[config.mk]
export PLATFORM = sky130hd
export DESIGN_NAME = infix_expression_evaluator_unit
export DESIGN_NICKNAME = d
export VERILOG_FILES = /design/src/design/iee_pkg.sv /design/src/design/infix_expression_evaluator_unit.sv /design/src/design/iee_ram.sv /design/src/design/iee_divider.sv
export VERILOG_INCLUDE_DIRS = /design/src /design/src/design
export SDC_FILE = /design/constraint.sdc
export NUM_CORES = 2
export LEC_CHECK = 0
export BUFFER_PORTS_ARGS = -buffer_cell sky130_fd_sc_hd__buf_2
export CAP_MARGIN = 20
export CORE_MARGIN = 4
export CORE_UTILIZATION = 60
export CTS_BUF_LIST = sky130_fd_sc_hd__clkbuf_8
export DETAILED_ROUTE_END_ITERATION = 12
export PLACE_DENSITY = 0.83
export SYNTH_ARGS = -nofsm -noshare
export SYNTH_HDL_FRONTEND = slang
export SYNTH_SLANG_ARGS = --single-unit
[constraint.sdc]
create_clock -name clk_i -period 7.7 [get_ports clk_i]
set_clock_uncertainty 0.2 [all_clocks]
set_input_delay 0.77 -clock clk_i [delete_from_list [all_inputs] [get_ports clk_i]]
set_output_delay 0.77 -clock clk_i [all_outputs]
set_load 0.005 [all_outputs]
[src/design/infix_expression_evaluator_unit_macros.svh]
// assertion helpers shared by the evaluator modules
`ifndef INFIX_EXPRESSION_EVALUATOR_UNIT_MACROS_SVH
`define INFIX_EXPRESSION_EVALUATOR_UNIT_MACROS_SVH

// implication checked every cycle outside reset
`define IEE_ASSERT_IMP(label, clk, rst_n, ante, cons) \
  label: assert property (@(posedge clk) disable iff (!rst_n) (ante) |-> (cons)) \
    else $error("assertion failed");

// next-cycle implication
`define IEE_ASSERT_NEXT(label, clk, rst_n, ante, cons) \
  label: assert property (@(posedge clk) disable iff (!rst_n) (ante) |=> (cons)) \
    else $error("assertion failed");

`endif

[src/design/iee_pkg.sv]
`default_nettype none
package iee_pkg;
  localparam int unsigned StackDepth = 16;
  localparam int unsigned ValueWidth = 32;
  localparam int unsigned PtrW = $clog2(StackDepth);
  localparam int unsigned CntW = $clog2(StackDepth + 1);

  // ascii characters the evaluator understands
  localparam logic [7:0] ChSpace  = 8'h20;
  localparam logic [7:0] ChLparen = 8'h28;
  localparam logic [7:0] ChRparen = 8'h29;
  localparam logic [7:0] ChStar   = 8'h2a;
  localparam logic [7:0] ChPlus   = 8'h2b;
  localparam logic [7:0] ChMinus  = 8'h2d;
  localparam logic [7:0] ChSlash  = 8'h2f;
  localparam logic [7:0] ChZero   = 8'h30;
  localparam logic [7:0] ChNine   = 8'h39;

  typedef enum logic [2:0] {
    OpNone = 3'd0, OpAdd = 3'd1, OpSub = 3'd2, OpMul = 3'd3, OpDiv = 3'd4, OpLparen = 3'd5
  } op_e;

  typedef enum logic [1:0] {
    StOk = 2'd0, StDivZero = 2'd1, StOverflow = 2'd2, StMalformed = 2'd3
  } status_e;

  typedef enum logic [3:0] {
    SIdle, SPushNum, SDispatch, SReduce, SRedLoad, SExec, SParen, SParenLoad,
    SFinish, SResult
  } state_e;

  typedef struct packed {
    logic                  start;
    logic [ValueWidth-1:0] dividend;
    logic [ValueWidth-1:0] divisor;
  } div_req_t;

  typedef struct packed {
    logic                  busy;
    logic                  done;
    logic [ValueWidth-1:0] quotient;
  } div_rsp_t;

  function automatic logic [1:0] rank_of(logic [2:0] op);
    logic [1:0] r;
    r = 2'd0;
    if (op == OpAdd || op == OpSub) r = 2'd1;
    if (op == OpMul || op == OpDiv) r = 2'd2;
    return r;
  endfunction
endpackage
`default_nettype wire

[src/design/infix_expression_evaluator_unit.sv]
`default_nettype none
// infix expression evaluator
// input channel: ch_i (ascii) and last_i, valid_i / stall_o; one character per transfer
// output channel: value_o and status_o, out_valid_o / out_stall_i; one transfer per
//   expression, after the character marked last
// both stacks live in synchronous rams with a registered read port; the top operand
//   and top operator sit in registers, and the ram always reads the entry below, ready for a pop
// stall_o is high whenever the unit is not idle, so characters go in one at a time
// a digit extends the number being built; space, '(' or an operator first push a pending
//   number, operators reduce as needed, and a divide runs on the one-bit-per-cycle divider;
//   ')' reduces back to its '(' and drops it
// after the last character the unit pushes a pending number, runs the final reductions
//   and loads the result, which is valid the cycle after
// the result sits in an output register until taken; the next expression is taken
//   meanwhile and only its own result waits, stalling input, while the first is held
// reset (rst_ni low, asynchronous) empties both stacks, clears the number being built
//   and the error code, and drops any pending result
// after an error later characters are ignored until last, which gives value 0 and the
//   latched status; the block then starts a fresh expression
`include "infix_expression_evaluator_unit_macros.svh"
module infix_expression_evaluator_unit (
  input  wire logic        clk_i,
  input  wire logic        rst_ni,
  input  wire logic        valid_i,
  output logic             stall_o,
  input  wire logic [7:0]  ch_i,
  input  wire logic        last_i,
  output logic             out_valid_o,
  input  wire logic        out_stall_i,
  output logic signed [31:0] value_o,
  output logic [1:0]       status_o
);
  localparam int unsigned W = iee_pkg::ValueWidth;
  localparam int unsigned PW = iee_pkg::PtrW;
  localparam int unsigned CW = iee_pkg::CntW;
  localparam int unsigned Depth = iee_pkg::StackDepth;

  iee_pkg::state_e state_q, state_d;
  logic [7:0]    ch_q, ch_d;
  logic          last_q, last_d;
  logic          fin_q, fin_d;
  logic [CW-1:0] nopd_q, nopd_d, nopr_q, nopr_d;
  logic [W-1:0]  acc_q, acc_d, top_q, top_d;
  logic          pend_q, pend_d;
  logic [1:0]    err_q, err_d;
  logic [2:0]    optop_q, optop_d;
  logic          ov_q, ov_d;
  logic [W-1:0]  ov_val_q, ov_val_d;
  logic [1:0]    ov_st_q, ov_st_d;
  logic [W-1:0]  a_q, a_d;
  logic [2:0]    rop_q, rop_d;

  // ram ports
  logic          od_we, op_we;
  logic [PW-1:0] od_wa, od_ra, op_wa, op_ra;
  logic [W-1:0]  od_wd, od_rd;
  logic [2:0]    op_wd, op_rd;

  iee_pkg::div_req_t dreq;
  iee_pkg::div_rsp_t drsp;

  iee_ram #(.Width(W), .Depth(Depth)) u_opd_ram (
    .clk_i, .we_i(od_we), .waddr_i(od_wa), .wdata_i(od_wd), .raddr_i(od_ra), .rdata_o(od_rd)
  );
  iee_ram #(.Width(3), .Depth(Depth)) u_opr_ram (
    .clk_i, .we_i(op_we), .waddr_i(op_wa), .wdata_i(op_wd), .raddr_i(op_ra), .rdata_o(op_rd)
  );
  iee_divider u_div (.clk_i, .rst_ni, .req_i(dreq), .rsp_o(drsp));

  logic accept, is_digit, out_fire, res_load;
  logic [2:0] cop;
  logic [W-1:0] prod;
  logic [W-1:0] redval;

  assign out_fire = ov_q && !out_stall_i;
  assign stall_o  = (state_q != iee_pkg::SIdle);
  assign accept   = valid_i && !stall_o;
  assign is_digit = (ch_i >= iee_pkg::ChZero) && (ch_i <= iee_pkg::ChNine);
  // low half of the product is all that wraps into the result
  assign prod     = a_q * top_q;

  always_comb begin
    unique case (ch_q)
      iee_pkg::ChPlus:  cop = iee_pkg::OpAdd;
      iee_pkg::ChMinus: cop = iee_pkg::OpSub;
      iee_pkg::ChStar:  cop = iee_pkg::OpMul;
      iee_pkg::ChSlash: cop = iee_pkg::OpDiv;
      default:          cop = iee_pkg::OpNone;
    endcase
  end

  // operand stack: entries below nopd-1 in ram, top in top_q
  // operator stack: entries below nopr-1 in ram, top in optop_q
  // the ram read address always points at the entry below the top, so the data
  //   is ready the cycle after a pop decision; no state writes a ram it reads
  // fin_q marks the sweep after the last character, loops return to SFinish
  always_comb begin
    state_d = state_q; ch_d = ch_q; last_d = last_q; fin_d = fin_q;
    nopd_d = nopd_q; nopr_d = nopr_q; acc_d = acc_q; top_d = top_q; pend_d = pend_q;
    err_d = err_q; optop_d = optop_q; ov_d = ov_q; ov_val_d = ov_val_q; ov_st_d = ov_st_q;
    a_d = a_q; rop_d = rop_q; res_load = 1'b0;
    od_we = 1'b0; od_wa = PW'(nopd_q - CW'(1)); od_wd = top_q;
    od_ra = PW'(nopd_q - CW'(2));
    op_we = 1'b0; op_wa = PW'(nopr_q - CW'(1)); op_wd = optop_q;
    op_ra = PW'(nopr_q - CW'(2));
    dreq.start = 1'b0; dreq.dividend = od_rd; dreq.divisor = top_q;
    redval = drsp.quotient;
    if (out_fire) ov_d = 1'b0;

    unique case (state_q)
      iee_pkg::SIdle: begin
        if (accept) begin
          ch_d = ch_i; last_d = last_i;
          if (err_q != iee_pkg::StOk) begin
            // error latched: only the last character matters
            if (last_i) state_d = iee_pkg::SResult;
          end else if (is_digit) begin
            acc_d = W'(acc_q * W'(10)) + W'(ch_i - iee_pkg::ChZero);
            pend_d = 1'b1;
            if (last_i) state_d = iee_pkg::SFinish;
          end else if (pend_q) begin
            state_d = iee_pkg::SPushNum;
          end else begin
            state_d = iee_pkg::SDispatch;
          end
        end
      end
      iee_pkg::SPushNum: begin
        pend_d = 1'b0; acc_d = '0;
        if (nopd_q >= CW'(Depth)) begin
          err_d = iee_pkg::StOverflow;
          state_d = last_q ? iee_pkg::SResult : iee_pkg::SIdle;
        end else begin
          od_we = (nopd_q != '0);
          top_d = acc_q; nopd_d = nopd_q + CW'(1);
          state_d = fin_q ? iee_pkg::SFinish : iee_pkg::SDispatch;
        end
      end
      iee_pkg::SDispatch: begin
        unique case (ch_q)
          iee_pkg::ChSpace: begin
            state_d = last_q ? iee_pkg::SFinish : iee_pkg::SIdle;
          end
          iee_pkg::ChLparen: begin
            if (nopr_q >= CW'(Depth)) begin
              err_d = iee_pkg::StOverflow;
              state_d = last_q ? iee_pkg::SResult : iee_pkg::SIdle;
            end else begin
              op_we = (nopr_q != '0);
              optop_d = iee_pkg::OpLparen; nopr_d = nopr_q + CW'(1);
              state_d = last_q ? iee_pkg::SFinish : iee_pkg::SIdle;
            end
          end
          iee_pkg::ChRparen: begin
            // reduce back to the matching '(' then drop it
            if (nopr_q == '0) begin
              err_d = iee_pkg::StMalformed;
              state_d = last_q ? iee_pkg::SResult : iee_pkg::SIdle;
            end else if (optop_q == iee_pkg::OpLparen) begin
              state_d = iee_pkg::SParen;
            end else begin
              state_d = iee_pkg::SReduce;
            end
          end
          iee_pkg::ChPlus, iee_pkg::ChMinus, iee_pkg::ChStar, iee_pkg::ChSlash: begin
            // reduce equal or higher rank first, then push
            if (nopr_q != '0 && iee_pkg::rank_of(optop_q) >= iee_pkg::rank_of(cop)) begin
              state_d = iee_pkg::SReduce;
            end else if (nopr_q >= CW'(Depth)) begin
              err_d = iee_pkg::StOverflow;
              state_d = last_q ? iee_pkg::SResult : iee_pkg::SIdle;
            end else begin
              op_we = (nopr_q != '0);
              optop_d = cop; nopr_d = nopr_q + CW'(1);
              state_d = last_q ? iee_pkg::SFinish : iee_pkg::SIdle;
            end
          end
          default: begin
            err_d = iee_pkg::StMalformed;
            state_d = last_q ? iee_pkg::SResult : iee_pkg::SIdle;
          end
        endcase
      end
      iee_pkg::SReduce: begin
        // pop operator, rams fetch second operand and next operator
        rop_d = optop_q; nopr_d = nopr_q - CW'(1);
        if (nopd_q < CW'(2)) begin
          err_d = iee_pkg::StMalformed;
          state_d = last_q ? iee_pkg::SResult : iee_pkg::SIdle;
        end else begin
          state_d = iee_pkg::SRedLoad;
        end
      end
      iee_pkg::SRedLoad: begin
        a_d = od_rd;
        if (nopr_q != '0) optop_d = op_rd;
        unique case (rop_q)
          iee_pkg::OpAdd, iee_pkg::OpSub, iee_pkg::OpMul: begin
            state_d = iee_pkg::SExec;
          end
          iee_pkg::OpDiv: begin
            if (top_q == '0) begin
              err_d = iee_pkg::StDivZero;
              state_d = last_q ? iee_pkg::SResult : iee_pkg::SIdle;
            end else begin
              dreq.start = 1'b1;
              state_d = iee_pkg::SExec;
            end
          end
          default: begin
            err_d = iee_pkg::StMalformed;
            state_d = last_q ? iee_pkg::SResult : iee_pkg::SIdle;
          end
        endcase
      end
      iee_pkg::SExec: begin
        unique case (rop_q)
          iee_pkg::OpAdd: redval = a_q + top_q;
          iee_pkg::OpSub: redval = a_q - top_q;
          iee_pkg::OpMul: redval = prod;
          default:        redval = drsp.quotient;
        endcase
        // divide waits for the divider, the rest finish here
        if (rop_q != iee_pkg::OpDiv || drsp.done) begin
          top_d = redval; nopd_d = nopd_q - CW'(1);
          state_d = fin_q ? iee_pkg::SFinish : iee_pkg::SDispatch;
        end
      end
      iee_pkg::SParen: begin
        // drop the '(' while the ram fetches the operator below it
        nopr_d = nopr_q - CW'(1);
        state_d = iee_pkg::SParenLoad;
      end
      iee_pkg::SParenLoad: begin
        if (nopr_q != '0) optop_d = op_rd;
        state_d = last_q ? iee_pkg::SFinish : iee_pkg::SIdle;
      end
      iee_pkg::SFinish: begin
        fin_d = 1'b1;
        if (pend_q) begin
          state_d = iee_pkg::SPushNum;
        end else if (nopr_q != '0) begin
          if (optop_q == iee_pkg::OpLparen) begin
            err_d = iee_pkg::StMalformed; state_d = iee_pkg::SResult;
          end else begin
            state_d = iee_pkg::SReduce;
          end
        end else begin
          if (nopd_q != CW'(1)) err_d = iee_pkg::StMalformed;
          state_d = iee_pkg::SResult;
        end
      end
      iee_pkg::SResult: begin
        if (!ov_q || out_fire) begin
          res_load = 1'b1;
          ov_d = 1'b1; ov_st_d = err_q;
          ov_val_d = (err_q == iee_pkg::StOk) ? top_q : '0;
          nopd_d = '0; nopr_d = '0; acc_d = '0; pend_d = 1'b0; err_d = iee_pkg::StOk;
          fin_d = 1'b0; last_d = 1'b0;
          state_d = iee_pkg::SIdle;
        end
      end
      default: state_d = iee_pkg::SIdle;
    endcase
  end

  always_ff @(posedge clk_i or negedge rst_ni) begin
    if (!rst_ni) begin
      state_q <= iee_pkg::SIdle; nopd_q <= '0; nopr_q <= '0; acc_q <= '0; pend_q <= 1'b0;
      err_q <= iee_pkg::StOk; ov_q <= 1'b0; last_q <= 1'b0; fin_q <= 1'b0;
    end else begin
      state_q <= state_d; nopd_q <= nopd_d; nopr_q <= nopr_d; acc_q <= acc_d;
      pend_q <= pend_d; err_q <= err_d; ov_q <= ov_d; last_q <= last_d; fin_q <= fin_d;
    end
  end

  always_ff @(posedge clk_i) begin
    ch_q <= ch_d; top_q <= top_d; optop_q <= optop_d; ov_val_q <= ov_val_d;
    ov_st_q <= ov_st_d; a_q <= a_d; rop_q <= rop_d;
  end

  assign out_valid_o = ov_q;
  assign value_o     = signed'(ov_val_q);
  assign status_o    = ov_st_q;

  `IEE_ASSERT_IMP(a_stall_busy, clk_i, rst_ni, state_q != iee_pkg::SIdle, stall_o)
  `IEE_ASSERT_IMP(a_opd_bound, clk_i, rst_ni, 1'b1, nopd_q <= CW'(Depth))
  `IEE_ASSERT_IMP(a_opr_bound, clk_i, rst_ni, 1'b1, nopr_q <= CW'(Depth))
  `IEE_ASSERT_NEXT(a_result_valid, clk_i, rst_ni, res_load, out_valid_o)
endmodule
`default_nettype wire

[src/design/iee_ram.sv]
`default_nettype none
module iee_ram #(
  parameter int unsigned Width = 8,
  parameter int unsigned Depth = 16
) (
  input  wire logic                     clk_i,
  input  wire logic                     we_i,
  input  wire logic [$clog2(Depth)-1:0] waddr_i,
  input  wire logic [Width-1:0]         wdata_i,
  input  wire logic [$clog2(Depth)-1:0] raddr_i,
  output logic      [Width-1:0]         rdata_o
);
  logic [Width-1:0] mem_q [Depth];

  always_ff @(posedge clk_i) begin
    if (we_i) mem_q[waddr_i] <= wdata_i;
    rdata_o <= mem_q[raddr_i];
  end
endmodule
`default_nettype wire

[src/design/iee_divider.sv]
`default_nettype none
`include "infix_expression_evaluator_unit_macros.svh"
module iee_divider (
  input  wire logic              clk_i,
  input  wire logic              rst_ni,
  input  wire iee_pkg::div_req_t req_i,
  output iee_pkg::div_rsp_t      rsp_o
);
  localparam int unsigned W = iee_pkg::ValueWidth;
  localparam int unsigned CW = $clog2(W + 1);

  logic [W-1:0]  rem_q, rem_d, quo_q, quo_d, den_q, den_d;
  logic          neg_q, neg_d, busy_q, busy_d, done_q, done_d;
  logic [CW-1:0] cnt_q, cnt_d;
  logic [W:0]    trial;
  logic [W-1:0]  ma, mb;

  // restoring divide, one quotient bit per cycle on magnitudes
  always_comb begin
    ma = req_i.dividend[W-1] ? (W'(0) - req_i.dividend) : req_i.dividend;
    mb = req_i.divisor[W-1] ? (W'(0) - req_i.divisor) : req_i.divisor;
    rem_d = rem_q; quo_d = quo_q; den_d = den_q; neg_d = neg_q;
    busy_d = busy_q; done_d = 1'b0; cnt_d = cnt_q;
    trial = {rem_q, quo_q[W-1]} - {1'b0, den_q};
    if (req_i.start) begin
      rem_d = '0; quo_d = ma; den_d = mb;
      neg_d = req_i.dividend[W-1] ^ req_i.divisor[W-1];
      busy_d = 1'b1; cnt_d = CW'(W);
    end else if (busy_q) begin
      if (!trial[W]) begin
        rem_d = trial[W-1:0];
        quo_d = {quo_q[W-2:0], 1'b1};
      end else begin
        rem_d = {rem_q[W-2:0], quo_q[W-1]};
        quo_d = {quo_q[W-2:0], 1'b0};
      end
      cnt_d = cnt_q - CW'(1);
      if (cnt_q == CW'(1)) begin
        busy_d = 1'b0; done_d = 1'b1;
      end
    end
  end

  always_ff @(posedge clk_i or negedge rst_ni) begin
    if (!rst_ni) begin
      busy_q <= 1'b0; done_q <= 1'b0; cnt_q <= '0;
    end else begin
      busy_q <= busy_d; done_q <= done_d; cnt_q <= cnt_d;
    end
  end

  always_ff @(posedge clk_i) begin
    rem_q <= rem_d; quo_q <= quo_d; den_q <= den_d; neg_q <= neg_d;
  end

  assign rsp_o.busy = busy_q;
  assign rsp_o.done = done_q;
  assign rsp_o.quotient = neg_q ? (W'(0) - quo_q) : quo_q;

  `IEE_ASSERT_IMP(a_div_done_not_busy, clk_i, rst_ni, done_q, !busy_q)
  `IEE_ASSERT_NEXT(a_div_start_busy, clk_i, rst_ni, req_i.start, busy_q)
  `IEE_ASSERT_IMP(a_div_cnt, clk_i, rst_ni, busy_q, cnt_q != '0)
endmodule
`default_nettype wire
==> key figures <==
Outcome
  • Status: completed

Finish
  • Layout cells sized above 1: between 10% and 20%
  • Nets: 5777
  • Non-Filler Instances: 6443
  • Area growth syn-to-layout: 11.2%
  • Filler Cells Inserted: 6634
  • Final Core Density: ~68%

Floorplanning
  • Core Rows: about 110
  • Total core area: roughly 95000 um^2
  • Initial core utilization: 60.8%
  • Die area: 102000 um^2
  • IO Pins: 49
  • Die height: 319 um
  • Die width: approximately 320 um

Setup path
  • Kind of critical path: reg2reg
  • Critical path's top delay family: adder cells
  • Buffers and inverters on the worst path: 4
  • Crit-path max FO: 22
  • Launch point of the critical path: od_wd[4]
  • Startpoint Class: register
  • Cell mode on critical path: fa_1
  • CP Cell Sequence: buf_4 > buf_4 > and2_1 > fa_1 > inv_1 > fa_1 > fa_1 > fa_1 > inv_1 > fa_1 > ha_1 > fa_1 > fa_1 > ha_2 > nand3_2 > nor4_4 > o21ai_4 > a21oi_4 > nor4_1 > o211ai_1 > o31a_1 > o21ai_1 > o32a_1
  • CP endpoint kind: register
  • CP peak stage delay: 550 ps
  • Launching point of the worst reg2reg path: od_wd[4]
  • Worst EP required: 8040 ps
  • Slowest-stage cell, CP: fa_1
  • Worst path arrival time: 7870 ps

Timing
  • Worst slew pin tran: 1130 ps
  • Slew headroom: 24.9%
  • Hold Vio Cnt, Final: 0
  • Tmin final: 7530 ps
  • Final Max Tran Viols: 0
  • F_max: 0.133 GHz
  • Period utilization: a little over nine tenths
  • Finish-stage setup viols: 0

Synthesis
  • Post-synth EDFFs: 737
  • Post-Synthesis Cells: slightly below 5000
  • Synth area leaders: edfxtp_1 (38%), fa_1 (14%), mux4_2 (6.8%), ha_1 (6.4%), and2_1 (3.7%)
  • Top cell type's share of synthesized area: between 30% and 40%
  • Ys async rst share: under 10%
  • Synth Register Bits: roughly 860
  • Synth Cell Area: 58000 um^2
  • Post-synthesis sequential area ratio: 43.1%
  • Primary FF master, synth: edfxtp_1
  • Synth cell types: 89
  • Net Count, Synth: ~5600
  • Yosys warns: 0
  • Cell taking the most area after synthesis: edfxtp_1
  • Most frequent cell after synthesis: edfxtp_1
  • Avg Synthesized Cell Area: 11.9 um^2
  • Post-synth top cells: edfxtp_1 (737), inv_1 (490), nand2_1 (460)

Clock tree
  • Worst-Skew Late Latency: 840 ps
  • Total CTS buffers: 139
  • Reg clk slew, reported paths: 70 ps
  • CTS tree: done
  • H-tree depth: 4
  • Root buf cell: clkbuf_8
  • Sink Count: 864
  • Max Root-Sink Buffers: 3

Worst hold path
  • Hold Startpoint: out_stall_i
  • Hold Path Class: in2reg

GRT
  • Largest net degree at the start of global routing: 87
  • Total GRT Usage: 31.8%
  • First-pass GRT wire length: between 200000 and 250000 um
  • Antenna violations before repair: 7
  • Vias in the first global route: 41200
  • Gr ovfl total: 0

Placement
  • GPL Wtd Cong: 0.990
  • Post-Place Cells: slightly above 6000
  • Hpwl dp: 114000 um
  • Port Buffers: 48

Routing
  • Routed via count: approximately 41000
  • DRC violations left: 0
  • Routed WL per cell: 25.2 um
  • Initial DRC Count: 4472
  • Total Wirelength: 162000 um
  • Routed Antenna Nets: 0
  • Drt pass-1 iters: 7
  • Via density: 6.31

Flow run
  • MaxCap Viol Count: 0
-- state kept, by name (all words and copies together) (netlist names), 4 cells and up --
| name | flops |
|---|---|
| nopd_q | 5 |
| u_opd_ram.mem_q | 512 |
| acc_q | 32 |
| u_opd_ram.rdata_o | 32 |
| u_div.cnt_q | 6 |
| u_opr_ram.mem_q | 48 |
| nopr_q | 5 |
| u_div.rem_q | 32 |
| a_q | 32 |
| od_wd | 32 |
| u_div.quo_q | 32 |
| value_o | 32 |
| u_div.den_q | 32 |
| ch_q | 8 |
| state_q | 4 |
-- per-layer routing --
layer / up-vias / wire, um / part of all wire (%) / global-route usage [%]
met5: - / 0 / 0 / 0
met4: 0 / 8840 / 5.5 / 15.0
met3: 507 / 16300 / 10 / 6.11
met2: 2402 / 76300 / 47 / 51.1
met1: 20300 / 60600 / 37 / 42.3
li1: 17400 / - / - / -
-- kinds of logic (layout without fill, tap and decap cells) --
kind of cell	after synthesis	after routing	synth area share [%]
AOI/OAI and AO/OA	742	742	8.11
xor gates and xnor gates	316	316	4.80
adders and majority gates	708	708	20.6
buffers and inverters	730	1028	4.75
DFF	864	864	43.1
muxes	218	218	7.55
other	0	5	0
and+or+nand+nor	1297	1297	11.1
-- cells in the final DEF, fill, tap and decap left out, types with 20 or more instances in the layout --
| cell type | synthesis | routed |
|---|---|---|
| clkinv_2 | 0 | 31 |
| a21o_1 | 67 | 67 |
| o31ai_1 | 46 | 45 |
| a21oi_1 | 186 | 180 |
| or3_1 | 23 | 21 |
| nor2_1 | 196 | 178 |
| nand3_1 | 45 | 43 |
| dfrtp_1 | 60 | 57 |
| nor3_1 | 55 | 50 |
| nand2b_1 | 48 | 48 |
| xnor2_1 | 191 | 189 |
| o21ai_0 | 214 | 205 |
| clkbuf_8 | 0 | 158 |
| fa_1 | 412 | 408 |
| o22ai_1 | 20 | 20 |
| buf_4 | 0 | 191 |
| buf_2 | 4 | 49 |
| inv_1 | 490 | 522 |
| dfxtp_1 | 67 | 67 |
| nor2b_1 | 20 | 20 |
| ha_1 | 296 | 287 |
| and2_1 | 345 | 341 |
| xor2_1 | 124 | 123 |
| a31oi_1 | 21 | 20 |
| mux2i_1 | 38 | 38 |
| mux4_2 | 175 | 175 |
| o21a_1 | 21 | 21 |
| nand2_1 | 460 | 458 |
| edfxtp_1 | 737 | 737 |
| buf_12 | 0 | 23 |
-- what timing repair did --
| item | in CTS | in global routing |
|---|---|---|
| gates resized for setup | 1 | 63 |
| setup endpoints to repair | 1 | 9 |
| pin swaps | 0 | 29 |
| setup buffers | 0 | 22 |
| cloned | 0 | 0 |
| hold endpoints to repair | 68 | 0 |
| hold buffers | 9 | 0 |
-- through the flow --
| stage | hold WS (ps) | worst slack [ps] | TNS, ps | instance area [um^2] |
|---|---|---|---|---|
| after floorplan | 222 | 78.7 | 0 | 58000 |
| after global placement | 273 | 98.3 | 0 | 60900 |
| after detailed placement | 278 | -13.7 | -13.7 | 60900 |
| after CTS | 22.0 | 14.4 | 0 | 64000 |
| after global routing | 42.3 | -48.7 | -112 | 64500 |
| final | 73.5 | 171 | 0 | 64500 |
-- worst paths after layout --
kind | end | slack (ps) | depth (start not counted)
worst max-delay path | od_wd[29] | 170 | 23
worst min-delay path | out_valid_o | 70 | 3
worst max register to register | od_wd[29] | 170 | 23
worst min register to register | u_div.rem_q[0] | 290 | 2
max in group asynchronous | nopd_q[1] | 6130 | 3
min in group asynchronous | u_div.cnt_q[2] | 470 | 3
-- area by class of cell --
| class | instances | area, um^2 | share of cell area [%] |
|---|---|---|---|
| clock inverter | 100 | 857 | 1.33 |
| timing repair buffer | 278 | 2310 | 3.59 |
| antenna | 5 | 12.5 | 0.0194 |
| multi-input combinational | 3281 | 30700 | 47.7 |
| inverter | 492 | 1850 | 2.86 |
| clock buffer | 158 | 2170 | 3.37 |
| tap | 1265 | 1580 | 2.45 |
| sequential | 864 | 25000 | 38.7 |
-- worst register-to-register path, cell delays in order, from the launching register on --
cell and delay [ps]:
edfxtp_1 390, buf_4 210, buf_4 250, and2_1 210
fa_1 470, inv_1 50, fa_1 400, fa_1 510
fa_1 550, inv_1 60, fa_1 460, ha_1 310
fa_1 510, fa_1 470, ha_2 450, nand3_2 160
nor4_4 340, o21ai_4 130, a21oi_4 230, nor4_1 80
o211ai_1 200, o31a_1 190, o21ai_1 70, o32a_1 370
Power is left out: the tool's default activity adds up to more than one toggle a clock period on the data nets, which glitch-free logic cannot reach.
